File: src/rtl/multiword_number_mod_reduce_macros.svh
// Assertion macros for the multiword modular reduction block.
// Included by the top level; no other dependencies.
`ifndef MULTIWORD_NUMBER_MOD_REDUCE_MACROS_SVH
`define MULTIWORD_NUMBER_MOD_REDUCE_MACROS_SVH
`ifndef SYNTHESIS
`define MMR_ASSERT_IMP(lbl, ante, cons, msg) \
  lbl: assert property (@(posedge clk) disable iff (rst) (ante) |-> (cons)) else $error(msg);
`define MMR_ASSERT_NXT(lbl, ante, cons, msg) \
  lbl: assert property (@(posedge clk) disable iff (rst) (ante) |=> (cons)) else $error(msg);
`else
`define MMR_ASSERT_IMP(lbl, ante, cons, msg)
`define MMR_ASSERT_NXT(lbl, ante, cons, msg)
`endif
`endif

File: src/rtl/mmr_pkg.sv
// Shared types and constants for the multiword modular reduction block.
// No dependencies.
package mmr_pkg;

  localparam int XW            = 64;  // datapath width
  localparam int DEF_WORD_BITS = 64;
  localparam int CNT_W         = 7;   // holds iteration counts up to 64

  typedef enum logic [2:0] {
    ST_IDLE,
    ST_RED_PR,
    ST_RED_WT,
    ST_BASE,
    ST_TERM,
    ST_ADD,
    ST_WMUL,
    ST_DONE
  } state_t;

  // Controls for one pass through the modular step unit
  typedef struct packed {
    logic dbl;
    logic add_en;
  } step_ctl_t;

  // Sequencer status toward the top level
  typedef struct packed {
    logic          ready;
    logic          res_valid;
    logic [XW-1:0] value;
  } seq_stat_t;

endpackage

File: src/rtl/mmr_modstep.sv
// Shared modular step unit: optional doubling then optional add, both mod m.
// Depends on mmr_pkg. A modulus of zero means plain 2^64 wraparound.
module mmr_modstep (
  input  logic [mmr_pkg::XW-1:0] acc,
  input  logic [mmr_pkg::XW-1:0] addend,
  input  logic [mmr_pkg::XW-1:0] m,
  input  mmr_pkg::step_ctl_t     ctl,
  output logic [mmr_pkg::XW-1:0] res
);

  // (a + b) mod m, a < m and b <= m
  function automatic logic [mmr_pkg::XW-1:0] add_mod(
    input logic [mmr_pkg::XW-1:0] a,
    input logic [mmr_pkg::XW-1:0] b,
    input logic [mmr_pkg::XW-1:0] mv
  );
    logic [mmr_pkg::XW:0] s;
    logic [mmr_pkg::XW:0] d;
    s = {1'b0, a} + {1'b0, b};
    d = s - {1'b0, mv};
    if (mv == '0) begin
      return s[mmr_pkg::XW-1:0];
    end else if (s >= {1'b0, mv}) begin
      return d[mmr_pkg::XW-1:0];
    end else begin
      return s[mmr_pkg::XW-1:0];
    end
  endfunction

  logic [mmr_pkg::XW-1:0] dbl_v;

  always_comb begin
    dbl_v = ctl.dbl ? add_mod(acc, acc, m) : acc;
    res   = ctl.add_en ? add_mod(dbl_v, addend, m) : dbl_v;
  end

endmodule

File: src/rtl/mmr_seq.sv
// Sequencer and operand registers around the shared modular step unit.
// Depends on mmr_pkg and mmr_modstep.
module mmr_seq #(
  parameter int WORD_BITS = mmr_pkg::DEF_WORD_BITS
) (
  input  logic                   clk,
  input  logic                   rst,
  input  logic [mmr_pkg::XW-1:0] m,
  input  logic                   m_wr,
  input  logic                   in_valid,
  input  logic [mmr_pkg::XW-1:0] word_value,
  input  logic                   is_last,
  input  logic                   res_take,
  output mmr_pkg::seq_stat_t     stat
);

  localparam int SHIFT = mmr_pkg::XW - WORD_BITS;
  localparam logic [mmr_pkg::CNT_W-1:0] CNT_FULL = mmr_pkg::CNT_W'(mmr_pkg::XW - 1);
  localparam logic [mmr_pkg::CNT_W-1:0] CNT_WORD = mmr_pkg::CNT_W'(WORD_BITS - 1);
  localparam logic [mmr_pkg::CNT_W-1:0] CNT_BASE = mmr_pkg::CNT_W'(WORD_BITS);
  localparam logic [mmr_pkg::XW-1:0]    ONE      = mmr_pkg::XW'(1);
  localparam logic [mmr_pkg::XW-1:0]    SEED     = {1'b1, {(mmr_pkg::XW-1){1'b0}}};

  mmr_pkg::state_t state, state_next;

  logic [mmr_pkg::CNT_W-1:0] cnt;
  logic [mmr_pkg::XW-1:0]    acc;
  logic [mmr_pkg::XW-1:0]    sh;       // multiplier / dividend bits, MSB first
  logic [mmr_pkg::XW-1:0]    addend;
  logic [mmr_pkg::XW-1:0]    pr;       // partial remainder
  logic [mmr_pkg::XW-1:0]    weight;   // base^position mod m
  logic [mmr_pkg::XW-1:0]    base;     // 2^WORD_BITS mod m
  logic [mmr_pkg::XW-1:0]    word;
  logic                      last;
  logic                      stale;    // pr, weight, base not yet reduced by m

  logic                      accept;
  logic                      cnt_done;
  mmr_pkg::step_ctl_t        ctl;
  logic [mmr_pkg::XW-1:0]    unit_addend;
  logic [mmr_pkg::XW-1:0]    unit_res;

  assign accept   = in_valid && (state == mmr_pkg::ST_IDLE);
  assign cnt_done = (cnt == '0);

  mmr_modstep u_step (
    .acc    (acc),
    .addend (unit_addend),
    .m      (m),
    .ctl    (ctl),
    .res    (unit_res)
  );

  always_ff @(posedge clk) begin
    if (rst) begin
      state <= mmr_pkg::ST_IDLE;
    end else begin
      state <= state_next;
    end
  end

  always_comb begin
    state_next  = state;
    ctl.dbl     = 1'b1;
    ctl.add_en  = sh[mmr_pkg::XW-1];
    unit_addend = addend;
    case (state)
      mmr_pkg::ST_IDLE: begin
        if (accept) begin
          state_next = stale ? mmr_pkg::ST_RED_PR : mmr_pkg::ST_TERM;
        end
      end
      mmr_pkg::ST_RED_PR: begin
        unit_addend = ONE;
        if (cnt_done) begin
          state_next = mmr_pkg::ST_RED_WT;
        end
      end
      mmr_pkg::ST_RED_WT: begin
        unit_addend = ONE;
        if (cnt_done) begin
          state_next = mmr_pkg::ST_BASE;
        end
      end
      mmr_pkg::ST_BASE: begin
        unit_addend = ONE;
        if (cnt_done) begin
          state_next = mmr_pkg::ST_TERM;
        end
      end
      mmr_pkg::ST_TERM: begin
        if (cnt_done) begin
          state_next = mmr_pkg::ST_ADD;
        end
      end
      mmr_pkg::ST_ADD: begin
        ctl.dbl    = 1'b0;
        ctl.add_en = 1'b1;
        state_next = last ? mmr_pkg::ST_DONE : mmr_pkg::ST_WMUL;
      end
      mmr_pkg::ST_WMUL: begin
        if (cnt_done) begin
          state_next = mmr_pkg::ST_IDLE;
        end
      end
      mmr_pkg::ST_DONE: begin
        if (res_take) begin
          state_next = mmr_pkg::ST_IDLE;
        end
      end
      default: begin
        state_next = mmr_pkg::ST_IDLE;
      end
    endcase
  end

  // Stored values need a fresh reduction after reset or any modulus write
  always_ff @(posedge clk) begin
    if (rst) begin
      stale <= 1'b1;
    end else if (m_wr) begin
      stale <= 1'b1;
    end else if ((state == mmr_pkg::ST_BASE) && cnt_done) begin
      stale <= 1'b0;
    end
  end

  always_ff @(posedge clk) begin
    if (rst) begin
      pr     <= '0;
      weight <= ONE;
    end else begin
      case (state)
        mmr_pkg::ST_IDLE: begin
          if (accept) begin
            word <= word_value;
            last <= is_last;
            acc  <= '0;
            if (stale) begin
              sh  <= pr;
              cnt <= CNT_FULL;
            end else begin
              sh     <= word_value << SHIFT;
              addend <= weight;
              cnt    <= CNT_WORD;
            end
          end
        end
        mmr_pkg::ST_RED_PR: begin
          if (cnt_done) begin
            pr  <= unit_res;
            acc <= '0;
            sh  <= weight;
            cnt <= CNT_FULL;
          end else begin
            acc <= unit_res;
            sh  <= sh << 1;
            cnt <= cnt - 1'b1;
          end
        end
        mmr_pkg::ST_RED_WT: begin
          if (cnt_done) begin
            weight <= unit_res;
            acc    <= '0;
            sh     <= SEED;
            cnt    <= CNT_BASE;
          end else begin
            acc <= unit_res;
            sh  <= sh << 1;
            cnt <= cnt - 1'b1;
          end
        end
        mmr_pkg::ST_BASE: begin
          if (cnt_done) begin
            base   <= unit_res;
            acc    <= '0;
            sh     <= word << SHIFT;
            addend <= weight;
            cnt    <= CNT_WORD;
          end else begin
            acc <= unit_res;
            sh  <= sh << 1;
            cnt <= cnt - 1'b1;
          end
        end
        mmr_pkg::ST_TERM: begin
          if (cnt_done) begin
            addend <= unit_res;
            acc    <= pr;
          end else begin
            acc <= unit_res;
            sh  <= sh << 1;
            cnt <= cnt - 1'b1;
          end
        end
        mmr_pkg::ST_ADD: begin
          if (last) begin
            acc    <= unit_res;
            pr     <= '0;
            weight <= ONE;
          end else begin
            pr     <= unit_res;
            acc    <= '0;
            sh     <= weight;
            addend <= base;
            cnt    <= CNT_FULL;
          end
        end
        mmr_pkg::ST_WMUL: begin
          acc <= unit_res;
          sh  <= sh << 1;
          cnt <= cnt - 1'b1;
          if (cnt_done) begin
            weight <= unit_res;
          end
        end
        default: begin
        end
      endcase
    end
  end

  assign stat.ready     = (state == mmr_pkg::ST_IDLE);
  assign stat.res_valid = (state == mmr_pkg::ST_DONE);
  assign stat.value     = acc;

endmodule

File: src/rtl/multiword_number_mod_reduce.sv
// The block takes no new word until the last one has run its term, add and weight update;
// a last word runs its term and add, then hands its remainder to the output register.
// After reset or a modulus write the next word first re-reduces remainder, weight and base.
// Throughput is set by the one shared mod-m double-and-add unit, one bit per cycle.
// Reset (synchronous, rst high): modulus 1, remainder 0, weight 1, output empty.
// Depends on mmr_pkg, mmr_seq, mmr_modstep and the macros header.
`include "multiword_number_mod_reduce_macros.svh"

module multiword_number_mod_reduce #(
  parameter int WORD_BITS = mmr_pkg::DEF_WORD_BITS
) (
  input  logic                   clk,
  input  logic                   rst,
  // configuration: modulus register, write only
  input  logic                   modulus_we,
  input  logic [mmr_pkg::XW-1:0] modulus,
  // input words, least significant first
  input  logic                   in_valid,
  output logic                   in_ready,
  input  logic [mmr_pkg::XW-1:0] word_value,
  input  logic                   is_last,
  // one remainder per number
  output logic                   out_valid,
  input  logic                   out_ready,
  output logic [mmr_pkg::XW-1:0] remainder
);

  // Modulus register. Zero stands for 2^64 (plain wraparound arithmetic).
  logic [mmr_pkg::XW-1:0] m_value;
  mmr_pkg::seq_stat_t     stat;
  logic                   res_take;

  always_ff @(posedge clk) begin
    if (rst) begin
      m_value <= mmr_pkg::XW'(1);
    end else if (modulus_we) begin
      m_value <= modulus;
    end
  end

  // The sequencer runs each word through the shared step unit:
  //   re-reduce remainder, weight and base after reset or a modulus change,
  //   term = word * weight, remainder += term, weight *= base (skipped on last).
  mmr_seq #(
    .WORD_BITS (WORD_BITS)
  ) u_seq (
    .clk        (clk),
    .rst        (rst),
    .m          (m_value),
    .m_wr       (modulus_we),
    .in_valid   (in_valid),
    .word_value (word_value),
    .is_last    (is_last),
    .res_take   (res_take),
    .stat       (stat)
  );

  assign in_ready = stat.ready;

  // Output register: the sequencer hands its result over as soon as the
  // register is empty or being drained in the same cycle, so the next
  // number can start while a remainder still waits downstream.
  assign res_take = stat.res_valid && (!out_valid || out_ready);

  always_ff @(posedge clk) begin
    if (rst) begin
      out_valid <= 1'b0;
    end else if (res_take) begin
      out_valid <= 1'b1;
    end else if (out_ready) begin
      out_valid <= 1'b0;
    end
  end

  always_ff @(posedge clk) begin
    if (res_take) begin
      remainder <= stat.value;
    end
  end

  // A word, once taken, leaves the block busy in the following cycle
  `MMR_ASSERT_NXT(a_busy_after_accept, in_valid && in_ready, !in_ready,
                  "input accepted but block still ready next cycle")
  // An idle sequencer never holds an undelivered result
  `MMR_ASSERT_IMP(a_idle_no_result, in_ready, !stat.res_valid,
                  "sequencer idle with a pending result")
  // Every delivered remainder lies below a nonzero modulus
  `MMR_ASSERT_IMP(a_rem_in_range, out_valid && (m_value != '0), remainder < m_value,
                  "remainder not reduced below modulus")

endmodule

File: config.mk
export PLATFORM = sky130hd
export DESIGN_NAME = multiword_number_mod_reduce
export DESIGN_NICKNAME = d
export VERILOG_FILES = /design/src/rtl/mmr_pkg.sv /design/src/rtl/mmr_modstep.sv /design/src/rtl/mmr_seq.sv /design/src/rtl/multiword_number_mod_reduce.sv
export VERILOG_INCLUDE_DIRS = /design/src /design/src/rtl
export SDC_FILE = /design/constraint.sdc
export NUM_CORES = 2
export LEC_CHECK = 0
export ABC_AREA = 0
export BUFFER_PORTS_ARGS = -buffer_cell sky130_fd_sc_hd__clkbuf_2
export CORE_MARGIN = 5
export CORE_UTILIZATION = 50
export DETAILED_ROUTE_END_ITERATION = 8
export HOLD_SLACK_MARGIN = 0.12
export PLACE_DENSITY = 0.67
export SYNTH_ARGS = -nofsm -noshare
export SYNTH_HDL_FRONTEND = slang
export SYNTH_SLANG_ARGS = --single-unit
File: constraint.sdc
create_clock -name clk -period 16.95 [get_ports clk]
set_input_delay 5.085 -clock clk [delete_from_list [all_inputs] [get_ports clk]]
set_output_delay 5.085 -clock clk [all_outputs]
set_load 0.01 [all_outputs]
==> reports/qor.yml <==
clocking:
  root_buffer: "clkbuf_16"
  cts_tree: "built"
  clkSinkCount: 589
  post_cts_resized: 0
  cts_buffer_depth: 3
  numCtsBuffers: 67
  cts_max_level: 3
  ctsHoldBuffers: 0
  clock_latency_ns: 0.65
  cts.clk_slew.worst_paths_ns: 0.06
  cts_setup_buffers: 0
grt:
  grtUsageTotal: 0.343
  overflow: 0
  antenna_found_initial: 6
  grt_max_degree: 81
  grt_pass1_vias: 31600
  grt_pass1_wl_um: 214000
timing:
  finalSetupViolations: 0
  fmax_ghz: 0.0865
  tightest_slew_ns: 1.17
  timing.final.crit_share: 0.682
  fin_crit_ns: 11.57
  rsz0062_at_grt: "false"
  relSlewSlack: 0.214
  hold_violations: 0
  finClkSkew_ns: 0.0496
  setup_tns_ns: 0
  drv_slew: 0
  hold_slack_ns: 0.472
place:
  placed_area_sq_um: 40600
  routabilityCongestion: 1.03
  dp_cells: 5226
  portBuffers: 199
  dpl.hpwl_um: 111000
synth:
  synth_fp_nets: 4528
  ys_seq_area_frac: 0.405
  async_flop_share: 0
  synth_area_leaders: "edfxtp_1, dfxtp_1, ha_1, mux2i_1, a21oi_1"
  synth_top_area_cell: "edfxtp_1"
  synth.distinct_cells: 112
  synth-edff-count: 392
  ys_seq_elements: 589
  syn-cell-area_sq_um: 38800
  synth_warnings: 0
  syn-instance-count: 4198
  synth_top_area_share: 0.304
  synth.avg_cell_area_sq_um: 9.24
  synthFlopType: "edfxtp_1"
die:
  die_x_um: 288
  ios: 200
  rows: 102
  initial_utilization: 0.502
  core_area_sq_um: 77200
  die_h_um: 288
  dieArea_sq_um: 83200
worst_setup_path:
  critPathMaxStageDelay_ns: 1.00
  reg2reg_depth: 34
  r2r_end: "u_seq.acc[49]"
  crit_path_frequent_cell: "a21oi_1"
  critPathLaunchType: "flip-flop"
  cp-end-kind: "flip-flop"
  critPathMaxFanout: 60
  regToRegSetupSlack_ns: 5.38
  path_class: "reg2reg"
  crit_arrival_ns: 11.94
  rr_startpoint: "u_seq.acc[14]"
  slowest_stage: "nor4_1"
  crit_required_ns: 17.32
outcome:
  outcome: "finished clean"
worst_hold_path:
  min_delay_path_depth: 2
  hold-path-endpoint: "u_seq.pr[56]"
  min_from: "u_seq.pr[56]"
  min_path_type: "reg2reg"
detailed_routing:
  dr.pass1.iters: 6
  vias: 34800
  ant_nets: 0
  avgViaCountPerCell: 6.50
  drc_errors: 0
  dr.first_iter.drc_count: 4814
  post_drt_wl_per_cell_um: 27.7
  totalWireLength_um: 148000
layout:
  final_common_cell: "nand2_1"
  final_cell_area_sq_um: 42800
  area_growth_pct: 10.4
  stdcell_count: 5351
  final_cell_mix: "nand2_1, edfxtp_1, a21oi_1"
  nNetsFinal: 4585
  drive_gt1_frac: 0.109
flow_run:
  maxCapViolCount: 0
power:
  p_leak_uw: 0.0172
  power.density_nw_per_um2: 189
  irDropWorstVdd_uv: 106
[cell usage after synthesis (all sizes together) (36+ instances only)]
| master | count |
|---|---|
| nand2 | 417 |
| edfxtp | 392 |
| a21oi | 369 |
| nor2 | 328 |
| o21ai | 318 |
| clkbuf | 207 |
| dfxtp | 197 |
| mux2i | 194 |
| ha | 193 |
| inv | 154 |
| a22o | 140 |
| a21o | 106 |
| xnor2 | 101 |
| and2 | 85 |
| nand3 | 83 |
| nor3 | 78 |
| nand4 | 75 |
| a221o | 65 |
| a211oi | 59 |
| buf | 56 |
| xor2 | 52 |
| and3 | 43 |
| a31oi | 40 |
| o21bai | 36 |
[how the worst max path moves through the flow]
stage / cells past startpoint / from / slack, ns / to
after floorplan: 4 / rst / 6.10 / u_seq.addend[0]
after global placement: 34 / u_seq.acc[14] / 5.73 / u_seq.acc[49]
after detailed placement: 32 / m_value[63] / 5.72 / u_seq.acc[49]
after CTS: 32 / m_value[63] / 5.68 / u_seq.acc[49]
after global routing: 34 / u_seq.acc[15] / 4.96 / u_seq.acc[49]
final: 34 / u_seq.acc[14] / 5.38 / u_seq.acc[49]
[metal layers]
layer | global-route usage | up-vias | part of all wire
met1 | 0.544 | 16800 | 0.46
met4 | 0.0825 | 2 | 0.026
met5 | 0 | - | 0.000088
met3 | 0.0961 | 182 | 0.13
li1 | - | 15800 | -
met2 | 0.454 | 1985 | 0.38
[critical path: cells and delay by family (launching register included)]
family	cells	cell delay, ns
flops	1	0.58
buf+inv	3	1.48
fa+ha+maj	3	1.30
compound gates	17	3.94
mux	1	0.39
simple gates	10	3.52
[registers in the layout (all words and copies together) (netlist names), 64 cells and up]
name          count
m_value          64
remainder        64
u_seq.acc        64
u_seq.addend     64
u_seq.base       64
u_seq.pr         64
u_seq.sh         64
u_seq.weight     64
u_seq.word       64
[metrics by stage]
step / setup WS (ns) / util / total power [uW]
floorplan: 6.10 / - / 4960
global placement: 5.73 / 0.525 / 6410
detailed placement: 5.72 / 0.525 / 6370
CTS: 5.68 / 0.554 / 7860
global route: 4.96 / 0.554 / 8410
finish: 5.38 / 0.554 / 8080
[report_power, final]
group / internal (uW) / switching (uW) / leakage (uW)
combinational: 1580 / 3260 / 0.0108
sequential: 1660 / 104 / 0.00532
clock: 838 / 626 / 0.00107
[area by class of cell]
type                       instances  area [sq um]
antenna                            1          2.50
clock buffer                     107          1960
clock inverter                    17           268
fill                            6960         34400
inverter                         154           578
multi-input combinational       3192         21600
sequential                       589         15700
tap                             1040          1300
timing repair buffer             251          1390
[kinds of logic (layout without fill, tap and decap cells)]
family                     Yosys count  in the layout  synth area share
DFF                                589            589             0.405
AOI/OAI and AO/OA                 1385           1385             0.246
buffers and inverters              417            529            0.0433
and+or+nand+nor                   1247           1247             0.151
adders and majority gates          196            196            0.0638
muxes                              211            211            0.0558
xor gates and xnor gates           153            153            0.0346
other                                0              1                 0
Power figures use the tool's default switching activity.
